--- config.mk ---
export PLATFORM = sky130hd
export DESIGN_NAME = dff_ram
export DESIGN_NICKNAME = d
export VERILOG_FILES = /design/src/dff_ram.sv
export SDC_FILE = /design/constraint.sdc
export NUM_CORES = 1
export LEC_CHECK = 0
export ABC_CLOCK_PERIOD_IN_PS = 2400
export BUFFER_PORTS_ARGS = -buffer_cell sky130_fd_sc_hd__buf_2
export CAP_MARGIN = 20
export CORE_MARGIN = 2
export CORE_UTILIZATION = 55
export CTS_CLUSTER_DIAMETER = 150
export DETAILED_ROUTE_END_ITERATION = 16
export PLACE_DENSITY_LB_ADDON = 0.1
export SYNTH_ARGS = -nofsm -noshare
export SYNTH_HDL_FRONTEND = slang
export SYNTH_SLANG_ARGS = --single-unit
--- constraint.sdc ---
create_clock -name i_clk -period 2.4 [get_ports i_clk]
set_input_delay 0.48 -clock i_clk [delete_from_list [all_inputs] [get_ports i_clk]]
set_output_delay 0.48 -clock i_clk [all_outputs]
set_load 0.05 [all_outputs]
--- src/dff_ram.sv ---
module dff_ram #(
    parameter int unsigned WIDTH = 8,
    parameter int unsigned DEPTH = 32
) (
    input  logic                     i_clk,
    input  logic                     i_we,
    input  logic [$clog2(DEPTH)-1:0] i_waddr,
    input  logic [WIDTH-1:0]         i_wdata,
    input  logic [$clog2(DEPTH)-1:0] i_raddr,
    output logic [WIDTH-1:0]         o_rdata
);

    logic [WIDTH-1:0] r_mem [DEPTH];
    logic [WIDTH-1:0] r_rdata;

    always_ff @(posedge i_clk) begin
        if (i_we) begin
            r_mem[i_waddr] <= i_wdata;
        end
        r_rdata <= r_mem[i_raddr];
    end

    assign o_rdata = r_rdata;

endmodule

==> results of run 1 <==
layer usage:
layer / wire length, um / vias up / part of all wire (%) / GRT usage [%]
li1: - / 1937 / - / -
met1: 9657 / 2479 / 46 / 37.02
met2: 9700 / 157 / 46 / 33.63
met3: 1316 / 23 / 6.3 / 3.108
met4: 294 / 0 / 1.4 / 5.051
met5: 0 / - / 0 / 0
synthesized netlist by cell type:
| master | n | area, um^2 |
|---|---|---|
| nor2_1 | 33 | 123.9 |
| mux2_2 | 8 | 90.09 |
| clkbuf_1 | 6 | 22.52 |
| buf_2 | 1 | 5.000 |
| buf_1 | 6 | 22.52 |
| buf_6 | 1 | 11.26 |
| or3_1 | 1 | 6.260 |
| nand3_1 | 2 | 10.01 |
| nand2_1 | 1 | 3.750 |
| nand3b_1 | 5 | 37.54 |
| dfxtp_1 | 8 | 160.2 |
| buf_4 | 6 | 45.04 |
| or3b_2 | 3 | 26.28 |
| mux4_2 | 80 | 1802 |
| edfxtp_1 | 256 | 7687 |
kinds of logic after synthesis:
| kind of cell | Yosys count |
|---|---|
| muxes | 88 |
| DFF | 264 |
| and+or+nand+nor | 45 |
| buffers and inverters | 20 |
power by group:
part           internal, mW  switching, mW  leakage, nW  total [mW]
clock network          2.42           1.64        0.416        4.07
registers              5.13         0.0275         2.37        5.15
logic                 0.225          0.333        0.941       0.558
registers in the layout, summed over array words and instances, names as in the netlist:
register  flops
r_mem       256
o_rdata       8
stage by stage:
stage / instance area (um^2) / TNS, ns / setup slack (ns) / instances / hold slack, ns
6_report: 11610 / 0 / 0.4893 / 743 / 0.4318
5_1_grt: 11610 / 0 / 0.4440 / 743 / 0.4246
2_1_floorplan: 10050 / 0 / 0.1176 / 417 / 0.5789
3_5_place_dp: 10740 / -0.06546 / -0.05571 / 694 / 0.8874
4_1_cts: 11610 / 0 / 0.5005 / 743 / 0.4117
3_3_place_gp: 10740 / -0.07514 / -0.04370 / 694 / 0.8817
final timing paths:
check | from | endpoint | slack, ns | depth (start not counted)
worst max register to register | r_mem[15][7] | o_rdata[7] | 0.55 | 3
worst max-delay path | i_raddr[0] | o_rdata[7] | 0.49 | 5
worst min register to register | r_mem[22][4] | o_rdata[4] | 0.90 | 3
worst min-delay path | i_raddr[3] | o_rdata[3] | 0.43 | 2
layout make-up:
type	instances	area share, %
Clock buffer	35	6.164
Clock inverter	14	1.325
Multi-Input combinational cell	133	18.08
Sequential cell	264	67.59
Tap cell	229	2.468
Timing Repair Buffer	68	4.375
worst max-delay path: cells and delay by family:
family / cells / cell delay (ns)
buffers and inverters: 2 / 0.44
muxes: 3 / 1.39
==> reports/summary.txt, run 1 <==
status -> completed
worst skew pair latency -> 0.52 ns
period utilization -> 79.61%
IO Count -> 28
Cell Area, Synth -> 10050 um^2
Critical Path Max Stage Delay -> 0.56 ns
Ys Warns -> 0
GRT Total Usage -> 22.70%
post-CTS resize count -> 0
post-synthesis sequential area ratio -> 78.06%
most frequent cells in the layout -> 256 x edfxtp_1, 80 x mux4_2, 37 x buf_4
clk sink count -> 264
Critical Path RT -> 2.81 ns
Cells after Synth -> 417
Die Span Y -> 139.2 um
WL per Instance -> 28.22 um
overall routed net length -> 20.97 mm
commonest non-fill, non-tap cell in the layout -> edfxtp_1
Placer Congestion -> 0.7751
HP Class -> input pin to register
Worst VDD drop -> 697.5 uV
post-synthesis compound-gate area fraction -> 0%
adder-cell share of the synthesized area -> 0%
die area -> 19380 um^2
DR iter-0 viols -> 454
share of layout cells above drive strength 1 -> 38.91%
final core utilization -> 64.64%
H-tree depth -> 1
P_leak -> 3.731 nW
RSZ-0062 raised after global routing -> false
FF+latch area -> 7848 um^2
number of port buffers -> 27
setup violators final -> 0
Pwr per Cell Area -> 842.1 nW/um^2
largest family of logic cells by synthesized area -> multiplexers
Synth Area in Simple Gates -> 2.066%
vias -> 4596
flops & latches, synth -> 264
synthesized net count -> 437
fin nets -> 514
multi-input logic area -> 2100 um^2
CP cell instances -> buf_4, buf_4, mux4_2, mux4_2, mux2_2
Post-CTS Hold Buffers -> 0
vias in the first global route -> 4615
post-synthesis cell type count -> 15
Slew headroom -> 57.99%
Slew @ Worst Pin -> 0.6301 ns
Max Slew Vio Count -> 0
total power -> 9.778 mW
mux share of post-synthesis cell area -> 18.82%
Setup crit end kind -> register
vias per cell -> 6.186
DRT antenna net count -> 0
f_max -> 523.4 MHz
CTS tree -> built
Longest Clk Path Bufs -> 3
Area Growth Syn to Fin -> 15.49%
Clock Skew -> 0.01027 ns
hpwl dp -> 12.97 mm
residual DRC count -> 0
minimum clock period -> 1.911 ns
Initial Utilization -> 55.97%
Clock transition at path regs -> 0.06 ns
pin count of the biggest net entering global routing -> 35
drt pass-1 iters -> 5
Startpoint Class -> input pin
Critical Path AT -> 2.32 ns
Post-Synth XOR/XNOR Area -> 0%
ANT cells -> 0
initial antenna violation count -> 0
max_cap viols -> 0
clock tree root driver cell -> clkbuf_16
Avg Cell Area, Syn -> 24.11 um^2
core area -> 17960 um^2
Slowest cell on crit path -> mux4_2
Hold Violations, Final -> 0
Post-CTS Setup Bufs -> 0
global-route wire length before repair -> 31.49 mm
Num CTS Buffers -> 27
GRT overflow -> 0
row count -> 49
CP Max Fanout -> 13
Fillers -> 1174
WS Path Type -> input pin to register
Die X -> 139.2 um
(Power assumes the default switching activity.)
==> inputs of run 2 (changes only) <==
- ABC_CLOCK_PERIOD_IN_PS: 2400 -> 1600
- clock period: 2.4 -> 1.6 ns (I/O delays scaled with it)
==> reports/summary.txt, run 2 (synthesis results as in run 1) <==
status -> complete, but fails checks
failing checks -> negative setup slack
terminus of the critical flop-to-flop path -> o_rdata[6]
final worst slack -> -0.2091 ns (-0.6984 ns)
initial antenna violation count -> 0 (unchanged)
Clock transition at path regs -> 0.06 ns (about the same)
share of layout cells above drive strength 1 -> 40.95% (+2.0 points)
overall routed net length -> 20.72 mm (-1.2%)
setup violators final -> 8 (+8)
Longest Clk Path Bufs -> 3 (unchanged)
DRT antenna net count -> 0 (unchanged)
Placer Congestion -> 0.7380 (-4.8%)
final core utilization -> 65.91% (+1.3 points)
period utilization -> 113.1%
Clock Skew -> 0.009972 ns (-0.0002994 ns)
minimum clock period -> 1.809 ns
vias per cell -> 6.082 (-1.7%)
Slew @ Worst Pin -> 0.6423 ns (+0.01215 ns)
fin nets -> 526 (+2.3%)
clock tree root driver cell -> clkbuf_16
global-route wire length before repair -> 31.28 mm (-0.66%)
die area -> 19380 um^2 (unchanged)
Pwr per Cell Area -> 1211 nW/um^2 (+44%)
residual DRC count -> 0 (unchanged)
Critical Path AT -> 2.21 ns (-0.11 ns)
CTS tree -> built
hold path cells -> 2 (unchanged)
hpwl dp -> 12.96 mm (about the same)
max_cap viols -> 0 (unchanged)
WL per Instance -> 27.48 um (-2.6%)
commonest non-fill, non-tap cell in the layout -> edfxtp_1
Area Growth Syn to Fin -> 17.77%
worst skew pair latency -> 0.52 ns (about the same)
DR iter-0 viols -> 565 (+24%)
drt pass-1 iters -> 5 (unchanged)
most frequent cells in the layout -> 256 x edfxtp_1, 80 x mux4_2, 39 x buf_4
dpl cells -> 707 (+1.9%)
vias in the first global route -> 4810 (+4.2%)
Max Slew Vio Count -> 0 (unchanged)
Top reg by flops -> r_mem
GRT Total Usage -> 22.21% (-0.48 points)
CP Max Fanout -> 1 (-12)
Startpoint Class -> register
P_leak -> 3.828 nW (+2.6%)
Num CTS Buffers -> 26 (-3.7%)
Worst Hold End -> o_rdata[2]
Slew headroom -> 57.18% (-0.81 points)
row count -> 49 (unchanged)
Hold WS -> 0.2511 ns (-0.1807 ns)
number of port buffers -> 27 (unchanged)
clk sink count -> 264 (unchanged)
f_max -> 552.7 MHz
ANT cells -> 0 (unchanged)
WS Path Type -> register to register
core area -> 17960 um^2 (unchanged)
FF-to-FF Start -> r_mem[31][6]
Worst VDD drop -> 972.8 uV (+39%)
max FFs per register -> 256 (unchanged)
Critical Path RT -> 2.00 ns (-0.81 ns)
GRT overflow -> 0 (unchanged)
Initial Utilization -> 55.97% (unchanged)
pin count of the biggest net entering global routing -> 33 (-5.7%)
Setup crit end kind -> register
FF-to-FF setup slack -> -0.21 ns (-0.76 ns)
IO Count -> 28 (unchanged)
HP Class -> input pin to register
hold path start -> i_raddr[3]
Hold Violations, Final -> 0 (unchanged)
H-tree depth -> 1 (unchanged)
Post-CTS Setup Bufs -> 0 (unchanged)
Die X -> 139.2 um (unchanged)
Non-Filler Instances -> 754 (+1.5%)
RSZ-0062 raised after global routing -> true
vias -> 4586 (-0.22%)
R2R depth -> 3 (unchanged)
Die Span Y -> 139.2 um (unchanged)
## run 2: cell count changes in the layout (fill, tap and decap cells not counted), sizes merged
cell | previous run | this run
clkbuf | 35 | 39
clkinvlp | 4 | 0
buf | 68 | 81
bufinv | 3 | 1
## run 2: worst max path at each step
| stage | startpoint | to | slack, ns | depth (start not counted) |
|---|---|---|---|---|
| 2_1_floorplan | i_raddr[0] | o_rdata[0] | -0.32 | 5 |
| 3_3_place_gp | i_raddr[0] | o_rdata[2] | -0.69 | 5 |
| 3_5_place_dp | i_raddr[0] | o_rdata[2] | -0.70 | 5 |
| 4_1_cts | r_mem[31][6] | o_rdata[6] | -0.22 | 3 |
| 5_1_grt | r_mem[31][6] | o_rdata[6] | -0.26 | 3 |
| 6_report | r_mem[31][6] | o_rdata[6] | -0.21 | 3 |
## run 2: worst max-delay path, stage by stage, from the launching register on
cell	delay, ns
edfxtp_1	0.36
mux4_2	0.53
mux4_2	0.54
mux2_4	0.28
## run 2: layout make-up
class | count | area, um^2
repair buffers | 81 | 743.2
flip-flops and latches | 264 | 7848
clock buffers | 39 | 740.7
well taps | 229 | 286.5
clock inverters | 8 | 62.56
multi-input cells | 133 | 2160
fillers | 1143 | 6123
## run 2: stage by stage
step	power, mW	cell area [um^2]	TNS (ns)	setup slack (ns)
after floorplan	8.407	10210	-5.270	-0.3171
after global placement	8.753	11020	-12.88	-0.6906
final	14.34	11840	-1.566	-0.2091
after CTS	14.45	11840	-1.582	-0.2163
after detailed placement	8.777	11020	-14.69	-0.6981
after global routing	14.78	11840	-1.802	-0.2570
## run 2: repair_timing
action / in CTS / in global routing
hold endpoints to repair: 0 / 0
resized for setup: 4 / 0
hold buffers: 0 / 0
endpoints found under the setup margin: 8 / 8
## run 2: power by group
part	switching, mW	total [mW]	internal (mW)
combinational	0.523	0.907	0.384
clock	2.37	5.71	3.34
sequential	0.0350	7.73	7.69
total	2.93	14.3	11.4
## run 2: layer usage
layer	part of all wire (%)	GRT usage, %
met3	5.3	3.280
met4	1.6	5.529
met1	47	35.78
met2	46	32.93
met5	0	0
==> inputs of run 3 (changes only) <==
--- a/config.mk
+++ b/config.mk
@@ -11,3 +11,3 @@
 export CORE_MARGIN = 2
-export CORE_UTILIZATION = 55
+export CORE_UTILIZATION = 30
 export CTS_CLUSTER_DIAMETER = 150
--- a/constraint.sdc
+++ b/constraint.sdc
@@ -3,2 +3,2 @@
 set_output_delay 0.32 -clock i_clk [all_outputs]
-set_load 0.05 [all_outputs]
+set_load 0.02 [all_outputs]
==> reports/summary.txt, run 3 (synthesis results as in run 1) <==
ANT cells -> 0 (unchanged)
GRT overflow -> 0 (unchanged)
FF-to-FF Start -> r_mem[31][3]
final instance area -> 12420 um^2 (+4.9%)
dpl cells -> 936 (+32%)
residual DRC count -> 0 (unchanged)
overall routed net length -> 23.45 mm (+13%)
clock tree root driver cell -> clkbuf_16
vias in the first global route -> 4876 (+1.4%)
Die X -> 187.1 um (+34%)
status -> complete, but fails checks
Critical Path Sink -> o_rdata[3]
pre-CTS WS -> -0.7903 ns (-0.09227 ns)
Area Growth Syn to Fin -> 23.50%
FF-to-FF setup slack -> -0.25 ns (-0.04 ns)
hpwl dp -> 15.22 mm (+17%)
max FFs per register -> 256 (unchanged)
Post-CTS Setup Bufs -> 0 (unchanged)
WL per Instance -> 23.74 um (-14%)
pin count of the biggest net entering global routing -> 33 (unchanged)
Setup crit end kind -> register
Critical Path AT -> 2.27 ns (+0.06 ns)
drt pass-1 iters -> 4 (-1)
H-tree depth -> 1 (unchanged)
Pwr per Cell Area -> 1237 nW/um^2 (+2.1%)
share of layout cells above drive strength 1 -> 43.33% (+2.4 points)
final core utilization -> 37.31% (-29 points)
initial antenna violation count -> 0 (unchanged)
DRT antenna net count -> 0 (unchanged)
die area -> 34990 um^2 (+81%)
Slew @ Worst Pin -> 0.6253 ns (-0.01699 ns)
Max Slew Vio Count -> 0 (unchanged)
Critical Path RT -> 2.03 ns (+0.03 ns)
minimum clock period -> 1.847 ns (+0.03743 ns)
Post-CTS Hold Buffers -> 0 (unchanged)
max_cap viols -> 0 (unchanged)
RSZ-0062 raised after global routing -> true
DR iter-0 viols -> 337 (-40%)
vias per cell -> 4.622 (-24%)
Startpoint Class -> register
IO Count -> 28 (unchanged)
period utilization -> 115.4% (+2.3 points)
Non-Filler Instances -> 988 (+31%)
Hold Violations, Final -> 0 (unchanged)
fin nets -> 538 (+2.3%)
Worst VDD drop -> 667.8 uV (-31%)
number of port buffers -> 27 (unchanged)
Longest Clk Path Bufs -> 3 (unchanged)
final worst slack -> -0.2466 ns (-0.03743 ns)
vias -> 4567 (-0.41%)
f_max -> 541.5 MHz (-2.0%)
Initial Utilization -> 30.21% (-26 points)
P_leak -> 3.980 nW (+4.0%)
failing checks -> negative setup slack
row count -> 67 (+37%)
Num CTS Buffers -> 28 (+7.7%)
Slew headroom -> 58.32% (+1.1 points)
Clock transition at path regs -> 0.06 ns (about the same)
global-route wire length before repair -> 35.06 mm (+12%)
GRT Total Usage -> 13.70% (-8.5 points)
total power -> 15.36 mW (+7.1%)
Die Span Y -> 187.1 um (+34%)
setup violators final -> 8 (unchanged)
R2R depth -> 3 (unchanged)
WS Path Type -> register to register
Clock Skew -> 0.007934 ns (-0.002038 ns)
commonest non-fill, non-tap cell in the layout -> edfxtp_1
HP Class -> input pin to register
DP Area -> 11420 um^2 (+3.6%)
CTS tree -> built
CP Max Fanout -> 1 (unchanged)
clk sink count -> 264 (unchanged)
Top reg by flops -> r_mem
worst skew pair latency -> 0.54 ns (+0.02 ns)
most frequent cells in the layout -> 256 x edfxtp_1, 80 x mux4_2, 45 x buf_4
Placer Congestion -> 0.6974 (-5.5%)
terminus of the critical flop-to-flop path -> o_rdata[3]
core area -> 33280 um^2 (+85%)
Setup crit start -> r_mem[31][3]
==> run 3: worst min-delay path by stage <==
stage,startpoint,to,cells past startpoint
floorplan,i_wdata[0],r_mem[0][0],0
global placement,o_rdata[7],o_rdata[7],1
detailed placement,o_rdata[7],o_rdata[7],1
CTS,i_raddr[3],o_rdata[3],2
global route,i_wdata[0],r_mem[31][0],1
finish,i_wdata[0],r_mem[31][0],1
==> run 3: metrics by stage <==
stage	hold WS (ns)	TNS, ns
after global routing	0.2442	-2.000
after global placement	0.7544	-14.71
after detailed placement	0.7501	-15.02
after CTS	0.2204	-1.800
final	0.2334	-1.700
after floorplan	0.4189	-5.270
==> run 3: cell type report <==
class	count	area, um^2
clock buffer	32	737.0
timing repair buffer	91	868.3
sequential	264	7848
clock inverter	20	231.5
tap	448	560.5
fill	3051	20870
multi-input combinational	133	2171
==> run 3: per-layer routing <==
layer	part of all wire, %	vias to the layer above	global-route usage (%)
met2	45	109	20.89
met3	3.9	35	1.707
met1	49	2440	20.76
met4	2.1	0	3.724
li1	-	1983	-
met5	0	-	0
==> run 3: power by group <==
part	switching [mW]	internal, mW	leakage (nW)	total, mW
Sequential	0.0326	7.69	2.37	7.72
Combinational	0.491	0.416	1.13	0.907
Clock	2.62	4.10	0.471	6.73
==> run 3: worst max-delay path, cell delays in order (launching register included) <==
cell and delay [ns]:
edfxtp_1 0.37, mux4_2 0.53, mux4_2 0.55, mux2_4 0.29
==> run 3: repair_timing <==
item	4_1_cts	5_1_grt
gates resized for setup	2	5
pin swaps	0	0
setup endpoints to repair	8	8
